==> config.mk <==
export PLATFORM = sky130hd
export DESIGN_NAME = fppc_lane
export DESIGN_NICKNAME = d
export VERILOG_FILES = /design/src/rtl/fppc_pkg.sv /design/src/rtl/fppc_lane.sv
export SDC_FILE = /design/constraint.sdc
export NUM_CORES = 1
export LEC_CHECK = 0
export BUFFER_PORTS_ARGS = -buffer_cell sky130_fd_sc_hd__buf_4
export CORE_AREA = 2 2 39 41
export DETAILED_ROUTE_END_ITERATION = 12
export DIE_AREA = 0 0 41 43
export MAX_ROUTING_LAYER = met4
export PLACE_DENSITY = 0.45
export SLEW_MARGIN = 0
export SYNTH_ARGS = -nofsm -noshare
export SYNTH_HDL_FRONTEND = slang
export SYNTH_SLANG_ARGS = --single-unit
==> constraint.sdc <==
create_clock -name vclk -period 3.15
set_clock_uncertainty 0.05 [all_clocks]
set_input_delay 0.63 -clock vclk [all_inputs]
set_output_delay 0.63 -clock vclk [all_outputs]
set_load 0.01 [all_outputs]
==> src/rtl/fppc_pkg.sv <==
// Package for the family phase parity counter: opcodes, status codes, widths.
// No dependencies.
package fppc_pkg;
	localparam int ALLELE_W = 16;
	localparam int MASK_W   = 32;
	localparam int OUT_W    = 32;
	localparam int FAM_W    = 4;
	localparam int IDX_W    = 8;

	typedef enum logic [1:0] {
		OP_PROCESS = 2'd0,
		OP_READ    = 2'd1,
		OP_CLEAR   = 2'd2,
		OP_NONE    = 2'd3
	} op_t;

	typedef enum logic [1:0] {
		ST_ACCEPTED   = 2'd0,
		ST_REJECTED   = 2'd1,
		ST_INCONSIST  = 2'd2,
		ST_DONE       = 2'd3
	} status_t;

	// what one child lane reports to the merge stage
	typedef struct packed {
		logic       active;
		logic       bad;
		logic       mom_het;
		logic       dad_het;
		logic       odd;
		logic [3:0] present;
	} lane_t;
endpackage

==> src/rtl/fppc_lane.sv <==
// One child lane: allele checks, heterozygosity and parity for a single child.
// Depends on fppc_pkg.
module fppc_lane (
	input  logic                 active,
	input  logic [1:0]           mt,
	input  logic [1:0]           mu,
	input  logic [1:0]           dt,
	input  logic [1:0]           du,
	input  logic [3:0]           bad_bits,
	output fppc_pkg::lane_t      lane
);
	import fppc_pkg::*;
	logic mo, dodd;
	always_comb begin
		mo = (mt != mu);
		dodd = (dt != du);
		lane.active  = active;
		lane.bad     = active & ((|bad_bits) | (mo == dodd));
		lane.mom_het = active & mo;
		lane.dad_het = active & dodd;
		lane.odd     = (mt != dt);
		lane.present = active ? ((4'b1 << mt) | (4'b1 << mu) | (4'b1 << dt) | (4'b1 << du))
			: 4'b0;
	end
endmodule

==> results.toml <==
[clocking]
post_cts_buffers = 0
ctsHoldBuffers = 0
cts_resized = 0

[worst_setup_path]
crit_arrival_ps = 1430
crit_path_max_incr_delay_ps = 180
worst_path_max_delay_cell = "xnor2_1"
crit_chain = "buf_4 > xnor2_1 > nand2_2 > xnor2_1 > a21boi_1 > buf_4"
critPathCaptureType = "primary output"
critPathKind = "input port to primary output"
worstPathRequired_ps = 2470
worst-path-max-fanout = 5
crit_family = "XOR/XNOR gates"
start_kind = "input port"
critPathBufInv = 2

[route]
drt-met1-wl_um = 297
routedWlPerCell_um = 9.456
dr.pass1.iters = 3
top_layer = "met3"
drt_wl_total_um = 643
vias_per_cell = 4.294
drt-initial-drc-count = 4
dr_total_vias = 292
ant_nets = 0
route.met3.wl_um = 68
drc = 0
wl_met2_um = 278

[power_and_ir_drop]
power.density_mw_per_mm2 = 166.3
clockPowerShare_pct = 0
p_comb_share_pct = 100.0
power_leakage_nw = 0.1867
switching_share_pct = 44.32
p_int_w = 0.00003603
switchingPower_w = 0.00002868
ir_drop_uv = 52.28
pwr-share-seq_pct = 0

[sta]
worstMarginPinSlew_ps = 216.7
timing.final.crit_period_ps = 2106
finalSetupViolCount = 0
rsz0062_at_grt = "false"
fin_crit_sh_pct = 66.84
fin_ws_ps = 1044
fin_setup_tns_ps = 0
finalMaxSlewViolations = 0
max-slew-margin-rel_pct = 85.42
max_freq_ghz = 0.4749
hold_viol = 0

[synth]
yosysMostFrequentCell = "xnor2_1"
post-synth-top-area-cell = "xnor2_1"
syn-instance-count = 33
syn_area_um2 = 227.7
ys_top_cells_by_area = "xnor2_1 19%, a22oi_1 13%, o22ai_1 11%"
synthTopCellsByCount = "5 x xnor2_1, 4 x a22oi_1, 4 x inv_1, 4 x o22ai_1"
synth_fp_nets = 46
avgSynthCellArea_um2 = 6.901
ys_seq_area_share_pct = 0
ys_types = 17
yosysTopAreaCellShare_pct = 19.23
ys_warn_count = 0

[final_layout]
layout.nets = 67
fillers = 157
drive_gt1_share_pct = 46.15
regArea_um2 = 0
seq_cell_count = 0
syn_to_final_growth_pct = 70.88
diodes = 0
nClkBuffers = 0

[placement]
routabilityCongestion = 0.6820
port_buffers = 22
dpl_worst_slack_ps = 1042

[floorplan]
core_mm2 = 0.001384
fp.dieH_um = 43
die_w_um = 41
design.die.area_mm2 = 0.001763
io_pins = 22
rows = 14
initial_core_util_pct = 16.46

[global_route]
grt_pass1_wl_um = 1014
grt_pass1_vias = 253
antenna_found_initial = 0
grt.overflow.total = 0
grt_use_total_pct = 7.677
grt_max_degree = 9

[flow_run]
cap_violations = 0

[hold_path]
hp-class = "input port to primary output"

[outcome]
status = "completed"
-- cells in the final DEF, fill, tap and decap left out, drive strengths merged --
cell and instances:
nor4 1, nor2b 1, and2 1, nor2 1, xor2 2, a21boi 3
o21a 2, xnor2 5, buf 22, o22ai 4, a22oi 4, inv 4
nand2 2
-- area by class of cell --
class                      count  area [µm²]  area share (%)
inverter                       4       15.01           3.859
multi-input combinational     26       188.9           48.55
tap                           16       20.02           5.145
timing repair buffer          22       165.2           42.44
-- through the flow --
stage               cell area (µm²)  std cells  utilization [%]  total power, W  hold WS [ps]
finish                        389.1         68            28.12      0.00006472          1444
global route                  389.1         68            28.12      0.00007182          1475
CTS                           389.1         68            28.12      0.00006515          1447
detailed placement            389.1         68            28.12      0.00006494          1448
global placement              389.1         68            28.12      0.00006491          1448
floorplan                     227.7         33                -      0.00003354          1302
-- per-layer routing --
| layer | up-vias | global-route usage (%) |
|---|---|---|
| met5 | - | - |
| met2 | 14 | 13.75 |
| met4 | 0 | 0 |
| li1 | 154 | - |
| met3 | 0 | 0 |
| met1 | 124 | 9.810 |
-- worst paths after layout --
| check | startpoint | endpoint | slack, ps | cells after the start |
|---|---|---|---|---|
| setup / recovery | dt[1] | lane[7] | 1040 | 6 |
| hold / removal | active | lane[8] | 1440 | 2 |
-- logic make-up after synthesis --
family / synth area share (%)
AOI/OAI and AO/OA: 40.66
xor gates and xnor gates: 26.92
buffers and inverters: 17.03
and+or+nand+nor: 15.39
-- power groups by stage --
| stage | Sequential, W | Clock [W] | Combinational, W |
|---|---|---|---|
| after floorplan | 0 | 0 | 0.0000335 |
| after global placement | 0 | 0 | 0.0000649 |
| after detailed placement | 0 | 0 | 0.0000649 |
| after CTS | 0 | 0 | 0.0000652 |
| after global routing | 0 | 0 | 0.0000718 |
| final | 0 | 0 | 0.0000647 |
No activity file was read; power rests on OpenSTA's default activity.
