[src/rtl/fppc_counter.sv]
// Saturating counter with synchronous clear; one per child slot, pair slot and the accepted count.
// No dependencies.
module fppc_counter #(
	parameter int WIDTH = 32
) (
	input  logic             clk,
	input  logic             arst_n,
	input  logic             clr,
	input  logic             inc,
	output logic [WIDTH-1:0] value
);
	logic [WIDTH-1:0] cnt_q;
	always_ff @(posedge clk or negedge arst_n) begin
		if (!arst_n) begin
			cnt_q <= '0;
		end else if (clr) begin
			cnt_q <= '0;
		end else if (inc && !(&cnt_q)) begin
			cnt_q <= cnt_q + 1'b1;
		end
	end
	assign value = cnt_q;
endmodule

[config.mk]
export PLATFORM = sky130hd
export DESIGN_NAME = fppc_counter
export DESIGN_NICKNAME = d
export VERILOG_FILES = /design/src/rtl/fppc_counter.sv
export SDC_FILE = /design/constraint.sdc
export NUM_CORES = 1
export LEC_CHECK = 0
export CAP_MARGIN = 20
export CORE_MARGIN = 4
export CORE_UTILIZATION = 40
export CTS_BUF_LIST = sky130_fd_sc_hd__clkbuf_8
export CTS_CLUSTER_DIAMETER = 50
export DETAILED_ROUTE_END_ITERATION = 8
export DONT_BUFFER_PORTS = 1
export GPL_TIMING_DRIVEN = 0
export PLACE_DENSITY = 0.5
export SLEW_MARGIN = 10
export SYNTH_ARGS = -nofsm -noshare
export SYNTH_HDL_FRONTEND = slang
export SYNTH_SLANG_ARGS = --single-unit
[constraint.sdc]
create_clock -name clk -period 2.2 [get_ports clk]
set_input_delay 0 -clock clk [delete_from_list [all_inputs] [get_ports clk]]
set_output_delay 0 -clock clk [all_outputs]
set_load 0.05 [all_outputs]
==> results of run 1 <==
## final cells by class
type	count	area, um^2	share of cell area [%]
well taps	52	65.06	2.793
repair buffers	18	180.2	7.734
clock inverters	3	11.26	0.4834
multi-input cells	144	1060	45.49
plain buffers	8	65.06	2.793
clock buffers	5	68.82	2.954
inverters	6	22.52	0.9667
flip-flops and latches	32	857.1	36.79
## critical path: cells and delay by family (launching register included)
family / cells / cell delay, ps
flops: 1 / 560
simple gates: 2 / 540
buf+inv: 2 / 360
compound gates: 3 / 580
## per-stage QoR
step	instance area [um^2]	worst slack, ps	hold slack [ps]	power, uW
final	2330	17.51	30.61	1127
after global routing	2330	-43.91	36.40	1190
after CTS	2263	-31.24	-140.8	1145
after detailed placement	1939	-478.5	-294.8	668.4
after global placement	1939	-456.4	-294.8	667.2
after floorplan	1874	2.391	-295.6	653.9
## Yosys cell counts (all sizes together)
cell / n
o31ai: 10
a21oi: 18
and3: 6
clkbuf: 4
o211ai: 2
and4: 5
and2: 2
nor2: 12
o21ai: 9
or4: 15
ha: 1
or2: 2
xor2: 6
o41ai: 3
inv: 6
nand4: 5
nor4: 4
or4b: 1
dfrtp: 32
mux2: 1
or3: 8
nand3: 8
xnor2: 2
nand2: 16
mux2i: 1
o2111ai: 4
nor3: 1
o311ai: 1
nor2b: 1
buf: 4
## worst min path at each step
stage               cells past startpoint         to  startpoint
global route                            3   value[2]         inc
global placement                        0  value[26]      arst_n
CTS                                     2  value[11]         clr
detailed placement                      0  value[26]      arst_n
finish                                  3   value[2]         inc
floorplan                               0   value[0]      arst_n
## repair_timing
action | CTS | global route
gates cloned | 1 | 0
resized for setup | 37 | 14
hold buffers | 5 | 1
endpoints found under the setup margin | 27 | 26
hold endpoints to repair | 37 | 3
pin swaps | 7 | 8
setup buffers | 10 | 1
## layer usage
metal | vias up | part of all wire (%) | GRT usage, %
met2 | 40 | 51 | 31.90
met3 | 7 | 5.9 | 6.501
met5 | - | 0 | 0
met1 | 830 | 42 | 21.35
met4 | 0 | 1.5 | 8.514
li1 | 783 | - | -
## kinds of logic (layout without fill, tap and decap cells)
| logic type | Yosys count | after routing | share of synthesized area (%) |
|---|---|---|---|
| DFF | 32 | 32 | 42.92 |
| and+or+nand+nor | 86 | 86 | 30.38 |
| xor gates and xnor gates | 8 | 8 | 3.756 |
| AOI/OAI and AO/OA | 47 | 47 | 16.83 |
| buffers and inverters | 14 | 40 | 4.091 |
| muxes | 2 | 2 | 1.341 |
| adders and majority gates | 1 | 1 | 0.6706 |
## where the power goes
| group | internal, uW | switching (uW) | leakage (uW) |
|---|---|---|---|
| Sequential | 594 | 23.0 | 0.000392 |
| Combinational | 36.4 | 47.8 | 0.000421 |
| Clock | 211 | 215 | 0.0000519 |
==> results.py, run 1 <==
metrics = {
    "sta": {
        "report.final.slew_viol_count": 0,
        "clock_skew_ps": 2.002,
        "setup_viol": 0,
        "timing_hold_violations_final": 0,
        "worstMarginPinSlew_ps": 669.6,
        "relSlewSlack_pct": 55.36,
        "post-route-min-period_ps": 2182,
        "clock.fmax_mhz": 458.2,
        "final_cycle_utilization_of_the_critical_path_pct": 99.20,
        "setup-tns-final_ps": 0,
        "rsz0062_at_grt": "true",
    },
    "detailed_routing": {
        "avgViaCountPerCell": 6.194,
        "detailed_route_wire_length_mm": 5.229,
        "first_pass_iters": 4,
        "route.detailed.drc": 0,
        "vias": 1660,
        "first_iter_violations": 82,
        "wire_length_per_cell_um": 19.51,
        "antenna_left": 0,
    },
    "layout": {
        "num_antenna_cells": 0,
        "utilization_pct": 52.42,
        "most-common-layout-cells": "sky130_fd_sc_hd__dfrtp_2, sky130_fd_sc_hd__a21oi_1, sky130_fd_sc_hd__nand2_1",
        "layout_commonest_cell": "sky130_fd_sc_hd__dfrtp_2",
        "fin_nets": 220,
        "area_delta_synth_final_pct": 24.88,
        "largest_register_ff_count": 32,
        "post_route_cells_drive_above_1_share_pct": 34.26,
        "final_cells": 268,
        "n_fill_cell": 426,
    },
    "worst_setup_path": {
        "critPathCapture": "value[31]",
        "worst-r2r-setup-slack_ps": 20,
        "reg2reg_to": "value[31]",
        "critical_path.max_fanout": 10,
        "crit_path_top_delay_cell": "sky130_fd_sc_hd__dfrtp_2",
        "endpoint_class_of_the_critical_path": "flip-flop",
        "rr_worst_depth": 7,
        "worst_setup_path_start_kind": "flip-flop",
        "reg2reg_from": "value[6]",
        "worst-setup-path-type": "flip-flop to flip-flop",
        "cp_data_arrival_time_ps": 2340,
        "worst-endpoint-required_ps": 2360,
        "timing.critical_path.from": "value[6]",
        "cp_cell_sequence": "nand4_4, or2_4, o41ai_4, buf_6, buf_8, o311ai_1, o41ai_1",
        "slowest_delay_ps": 560,
    },
    "floorplan": {
        "placeableCoreArea_um2": 4444,
        "fp.dieArea_um2": 5820,
        "start_util_pct": 41.98,
        "floorplan.die.width_um": 76.29,
        "io_pins": 36,
        "die_h_um": 76.29,
        "fp-row-count": 24,
    },
    "synthesis": {
        "synth.distinct_cells": 39,
        "mappedNetlistNets": 195,
        "post_synthesis_sequential_area_ratio_pct": 42.92,
        "synth_area_leaders": "sky130_fd_sc_hd__dfrtp_1, sky130_fd_sc_hd__or4_1, sky130_fd_sc_hd__a21oi_1, sky130_fd_sc_hd__o31ai_1, sky130_fd_sc_hd__nand4_4",
        "post_synth.cell_area_avg_um2": 9.819,
        "syn-cell-area_um2": 1866,
        "synth.top_cell.area_share_pct": 42.92,
        "synth_seq_cells": 32,
        "synthesis.instances": 190,
        "yosysWarningCount": 0,
        "yosysTopAreaCell": "sky130_fd_sc_hd__dfrtp_1",
    },
    "clock_network": {
        "cts.sinks": 32,
        "worst_skew_pair.late_latency_ps": 280,
        "htreeDepth": 2,
        "cts-root-buf": "sky130_fd_sc_hd__clkbuf_8",
        "cts_bufs_inserted": 5,
        "tritoncts": "done",
        "clock_path_buffers": 2,
        "clkTransAtPathRegs_ps": 70,
    },
    "global_routing": {
        "grt_max_degree": 33,
        "antenna_found_initial": 0,
        "grt-ovfl-total": 0,
        "grt_pass1_vias": 1704,
        "track_usage_pct": 18.85,
        "first_pass_grt_wire_length_mm": 8.673,
    },
    "place": {
        "placedCellCount": 242,
        "dp_hpwl_mm": 3.431,
        "place.gp.congestion": 0.7564,
        "placement.io_buffers": 0,
    },
    "run": {
        "timing.max_cap.violations": 0,
    },
    "power_and_ir_drop": {
        "static-leakage-power_uw": 0.0008651,
        "max-vdd-ir-drop_v": 0.0003916,
        "power_density_nw_per_um2": 483.9,
    },
    "worst_hold_path": {
        "hp-class": "input pin to flip-flop",
    },
    "status": {
        "run_status": "complete, no violations",
    },
}
Power figures use the tool's default switching activity.
==> run 2, diff against run 1 <==
==> constraint.sdc (replaced) <==
create_clock -name clk -period 2.2 [get_ports clk]
set_input_delay 0 -clock clk [delete_from_list [all_inputs] [get_ports clk]]
set_output_delay 0 -clock clk [all_outputs]
set_load 0.02 [all_outputs]
==> results.py, run 2 (synthesized netlist as in run 1, its figures left out) <==
metrics = {
    "layout": {
        "layout_cell_area_excl_fill_um2": 2211,
        "largest_register_ff_count": 32,
        "post_route_cells_drive_above_1_share_pct": 33.01,
        "most-common-layout-cells": "sky130_fd_sc_hd__dfrtp_2, sky130_fd_sc_hd__a21oi_1, sky130_fd_sc_hd__nand2_1",
        "num_antenna_cells": 0,
        "layout_commonest_cell": "sky130_fd_sc_hd__dfrtp_2",
        "area_delta_synth_final_pct": 18.51,
        "fin_nets": 210,
    },
    "worst_setup_path": {
        "worst-setup-path-type": "flip-flop to flip-flop",
        "crit_path_top_delay_cell": "sky130_fd_sc_hd__dfrtp_2",
        "worst_setup_path_start_kind": "flip-flop",
        "cpLargestDelayFamily": "simple AND/OR/NAND/NOR gates",
        "worst-r2r-setup-slack_ps": 140,
        "critical_path.max_fanout": 8,
        "cp_data_arrival_time_ps": 2230,
        "cp_cell_sequence": "nand4_4, nor4_2, nand2_2, nor4_1, mux2_4",
        "endpoint_class_of_the_critical_path": "flip-flop",
        "worst-endpoint-required_ps": 2370,
        "timing.critical_path.buf_inv": 0,
        "slowest_delay_ps": 500,
    },
    "global_routing": {
        "track_usage_pct": 18.54,
        "grt_max_degree": 33,
        "first_pass_grt_wire_length_mm": 8.514,
        "antenna_found_initial": 0,
        "grt-ovfl-total": 0,
        "grt_pass1_vias": 1631,
    },
    "clock_network": {
        "htreeDepth": 2,
        "worst_skew_pair.late_latency_ps": 290,
        "cts-root-buf": "sky130_fd_sc_hd__clkbuf_8",
        "tritoncts": "done",
        "clock_path_buffers": 2,
        "clkTransAtPathRegs_ps": 70,
        "cts.sinks": 32,
        "cts_bufs_inserted": 5,
    },
    "detailed_routing": {
        "wl_met3_um": 324,
        "first_iter_violations": 90,
        "topRoutingLayerUsed": "met4",
        "vias": 1615,
        "detailed_route_wire_length_mm": 5.117,
        "antenna_left": 0,
        "first_pass_iters": 4,
        "avgViaCountPerCell": 6.260,
        "routed_metal_1_wirelength_mm": 2.299,
        "met2_length_mm": 2.431,
        "wire_length_per_cell_um": 19.83,
        "route.detailed.drc": 0,
    },
    "place": {
        "place.gp.congestion": 0.7489,
        "detailed_place.area_um2": 1931,
        "dp_hpwl_mm": 3.417,
        "placement.io_buffers": 0,
    },
    "power_and_ir_drop": {
        "max-vdd-ir-drop_v": 0.0002706,
        "tot_pwr_uw": 1249,
        "power_density_nw_per_um2": 564.9,
        "static-leakage-power_uw": 0.0008288,
    },
    "sta": {
        "report.final.slew_viol_count": 0,
        "setup_viol": 0,
        "setup-tns-final_ps": 0,
        "worstMarginPinSlew_ps": 562.4,
        "relSlewSlack_pct": 62.50,
        "finalHoldWorstSlack_ps": 31.26,
        "final_cycle_utilization_of_the_critical_path_pct": 93.48,
        "timing_hold_violations_final": 0,
        "clock.fmax_mhz": 486.3,
        "clock_skew_ps": 7.848,
        "post-route-min-period_ps": 2056,
        "rsz0062_at_grt": "false",
    },
    "status": {
        "run_status": "complete, no violations",
    },
    "floorplan": {
        "die_h_um": 76.29,
        "fp-row-count": 24,
        "start_util_pct": 41.98,
        "placeableCoreArea_um2": 4444,
        "floorplan.die.width_um": 76.29,
        "io_pins": 36,
        "fp.dieArea_um2": 5820,
    },
    "worst_hold_path": {
        "hp-class": "input pin to flip-flop",
    },
    "run": {
        "timing.max_cap.violations": 0,
    },
}
## run 2: cell types whose count changed in the layout (fill, tap and decap cells not counted), sizes merged
cell	before	now
inv	9	6
clkinvlp	0	1
buf	17	11
bufinv	0	1
clkinv	0	1
clkbuf	9	8
dlygate4sd3	5	2
## run 2: metal layers
metal,vias up,track usage (%)
met4,0,8.514
met3,7,5.556
met1,793,22.90
met2,52,29.70
met5,-,0
li1,763,-
## run 2: layout make-up
class / count / area (um^2)
Fill cell: 422 / 2233
Multi-Input combinational cell: 144 / 1044
Sequential cell: 32 / 835.8
Timing Repair Buffer: 8 / 77.57
Clock buffer: 5 / 68.82
Tap cell: 52 / 65.06
Buffer: 8 / 55.05
Clock inverter: 3 / 42.54
Inverter: 6 / 22.52
## run 2: power by group
| group | total [uW] | switching (uW) | internal (uW) |
|---|---|---|---|
| Sequential | 606 | 13.7 | 592 |
| Clock | 571 | 236 | 335 |
| Combinational | 72.4 | 46.4 | 26.0 |
| Total | 1250 | 296 | 953 |
## run 2: worst paths after layout
kind / from / endpoint / depth (start not counted)
worst max-delay path: value[3] / value[25] / 5
worst min-delay path: inc / value[2] / 3
worst max register to register: value[3] / value[25] / 5
worst min register to register: value[22] / value[22] / 2
max in group asynchronous: arst_n / value[6] / 2
min in group asynchronous: arst_n / value[24] / 2
## run 2: timing repair
item                                    4_1_cts  5_1_grt
endpoints found under the hold margin        37        0
hold buffers                                  3        0
buffers inserted                              0        5
resized for setup                            16       27
endpoints found under the setup margin       22       24
pin swaps                                     0        2
## run 2: worst min-delay path, stage by stage
cell,delay (ps)
sky130_fd_sc_hd__inv_1,100
sky130_fd_sc_hd__or3_1,120
sky130_fd_sc_hd__a21oi_1,60
## run 2: stage by stage
stage | std cells | utilization (%) | worst slack (ps)
global placement | 242 | 43.44 | -164.5
detailed placement | 242 | 43.44 | -217.4
global route | 258 | 49.75 | 5.305
CTS | 253 | 47.44 | 0.01688
finish | 258 | 49.75 | 143.5
floorplan | 190 | - | 155.2
==> run 3, diff against run 2 <==
--- a/config.mk
+++ b/config.mk
@@ -5,7 +5,6 @@
 export SDC_FILE = /design/constraint.sdc
 export NUM_CORES = 1
 export LEC_CHECK = 0
-export CAP_MARGIN = 20
 export CORE_MARGIN = 4
 export CORE_UTILIZATION = 40
 export CTS_BUF_LIST = sky130_fd_sc_hd__clkbuf_8
@@ -14,6 +13,7 @@
 export DONT_BUFFER_PORTS = 1
 export GPL_TIMING_DRIVEN = 0
 export PLACE_DENSITY = 0.5
+export SETUP_SLACK_MARGIN = 0.5
 export SLEW_MARGIN = 10
 export SYNTH_ARGS = -nofsm -noshare
 export SYNTH_HDL_FRONTEND = slang
==> constraint.sdc (replaced) <==
create_clock -name clk -period 2.3 [get_ports clk]
set_input_delay 0 -clock clk [delete_from_list [all_inputs] [get_ports clk]]
set_output_delay 0 -clock clk [all_outputs]
set_load 0.02 [all_outputs]
==> results.py, run 3 (synthesized netlist as in run 1, its figures left out) <==
metrics = {
    "power_and_ir_drop": {
        "comb_power_share_pct": 7.1,
        "max-vdd-ir-drop_v": 0.0002013,
        "power_frac_seq_pct": 50.9,
        "power_density_nw_per_um2": 460.4,
        "intPower_uw": 868.0,
        "power_switching_uw": 270.9,
        "p_clk_share_pct": 42.0,
        "sw_frac_of_total_pct": 23.79,
        "static-leakage-power_uw": 0.0009102,
    },
    "layout": {
        "post_route_cells_drive_above_1_share_pct": 44.29,
        "num_antenna_cells": 0,
        "layout_cell_area_excl_fill_um2": 2474,
        "most-common-layout-cells": "sky130_fd_sc_hd__dfrtp_2, sky130_fd_sc_hd__nand2_1, sky130_fd_sc_hd__buf_4",
        "largest_register_ff_count": 32,
        "area_delta_synth_final_pct": 32.60,
        "layout_commonest_cell": "sky130_fd_sc_hd__dfrtp_2",
        "n_fill_cell": 396,
        "fin_nets": 223,
        "utilization_pct": 55.66,
    },
    "sta": {
        "clock_skew_ps": 9.940,
        "worstMarginPinSlew_ps": 595.8,
        "relSlewSlack_pct": 60.28,
        "finalHoldWorstSlack_ps": 38.20,
        "report.final.slew_viol_count": 0,
        "timing_hold_violations_final": 0,
        "clock.fmax_mhz": 486.2,
        "post-route-min-period_ps": 2057,
        "setup_viol": 0,
        "setup-tns-final_ps": 0,
        "rsz0062_at_grt": "true",
        "final_cycle_utilization_of_the_critical_path_pct": 89.42,
    },
    "place": {
        "detailed_place.area_um2": 1999,
        "placement.io_buffers": 0,
        "dp_hpwl_mm": 3.440,
        "place.gp.congestion": 0.7520,
    },
    "detailed_routing": {
        "vias": 1696,
        "route.detailed.drc": 0,
        "avgViaCountPerCell": 6.258,
        "detailed_route_wire_length_mm": 5.476,
        "first_iter_violations": 104,
        "antenna_left": 0,
        "wire_length_per_cell_um": 20.21,
        "first_pass_iters": 4,
    },
    "worst_setup_path": {
        "worst_setup_path_start_kind": "flip-flop",
        "endpoint_class_of_the_critical_path": "flip-flop",
        "worst-endpoint-required_ps": 2510,
        "critical_path.max_fanout": 8,
        "cp_data_arrival_time_ps": 2270,
        "worst-setup-path-type": "flip-flop to flip-flop",
    },
    "clock_network": {
        "cts-root-buf": "sky130_fd_sc_hd__clkbuf_8",
        "clock_path_buffers": 2,
        "cts_bufs_inserted": 5,
        "htreeDepth": 2,
        "clkTransAtPathRegs_ps": 70,
        "worst_skew_pair.late_latency_ps": 280,
        "tritoncts": "done",
        "cts.sinks": 32,
    },
    "global_routing": {
        "grt_pass1_vias": 1679,
        "antenna_found_initial": 0,
        "grt-ovfl-total": 0,
        "track_usage_pct": 18.82,
        "first_pass_grt_wire_length_mm": 8.845,
        "grt_max_degree": 33,
    },
    "floorplan": {
        "die_h_um": 76.29,
        "placeableCoreArea_um2": 4444,
        "io_pins": 36,
        "start_util_pct": 41.98,
        "fp.dieArea_um2": 5820,
        "fp-row-count": 24,
        "floorplan.die.width_um": 76.29,
    },
    "worst_hold_path": {
        "hp-class": "input pin to flip-flop",
    },
    "run": {
        "timing.max_cap.violations": 0,
    },
    "status": {
        "run_status": "complete, no violations",
    },
}
## run 3: cell count changes in the layout (fill, tap and decap cells not counted), sizes merged
cell      change
buf          +12
clkinvlp      -1
clkinv        -1
bufinv        -1
inv           +1
clkbuf        +3
## run 3: repair_timing
action                                 CTS  global route
hold buffers                             3             0
pin swaps                               12            18
setup endpoints to repair               28            32
endpoints found under the hold margin   37             0
gates cloned                             1             0
resized for setup                       11            29
setup buffers                           11             6
## run 3: area by class of cell
class	instances	area (um^2)	share of cell area, %
Sequential cell	32	837.1	33.84
Tap cell	52	65.06	2.630
Clock inverter	1	3.754	0.1517
Clock buffer	7	96.34	3.895
Multi-Input combinational cell	144	1182	47.80
Buffer	8	63.81	2.580
Timing Repair Buffer	21	202.7	8.194
Inverter	6	22.52	0.9105
## run 3: critical path, stage by stage (launching register included)
cell and delay, ps:
sky130_fd_sc_hd__dfrtp_2 510, sky130_fd_sc_hd__nand4_4 200, sky130_fd_sc_hd__buf_6 180, sky130_fd_sc_hd__nor4_4 370, sky130_fd_sc_hd__nand4_4 200, sky130_fd_sc_hd__or3_4 410, sky130_fd_sc_hd__a21oi_2 120
## run 3: routing by layer
layer | vias up | track usage [%] | wire (um)
met1 | 854 | 23.87 | 2295
met3 | 5 | 5.437 | 319
met5 | - | 0 | 0
met4 | 0 | 5.254 | 40
li1 | 789 | - | -
met2 | 48 | 31.20 | 2820
## run 3: path summary, 6_finish.rpt
| check | start | to | slack, ps | depth (start not counted) |
|---|---|---|---|---|
| setup / recovery | value[3] | value[28] | 240 | 6 |
| hold / removal | inc | value[2] | 40 | 3 |
| setup reg to reg | value[3] | value[28] | 240 | 6 |
| hold reg to reg | value[14] | value[14] | 640 | 2 |
| max in group asynchronous | arst_n | value[15] | 1940 | 2 |
| min in group asynchronous | arst_n | value[26] | 160 | 2 |
## run 3: through the flow
stage,setup WS [ps],std cells,total power [uW]
after floorplan,407.3,190,620.6
after global placement,95.72,242,633.5
after detailed placement,39.76,242,636.2
after CTS,224.2,265,1153
after global routing,122.5,271,1192
final,243.4,271,1139
## run 3: power groups by stage
stage	clock (uW)	sequential (uW)	combinational (uW)
floorplan	0	588	32.5
global placement	0	589	44.1
detailed placement	0	590	46.3
CTS	494	579	80.1
global route	521	581	90.1
finish	478	580	80.5
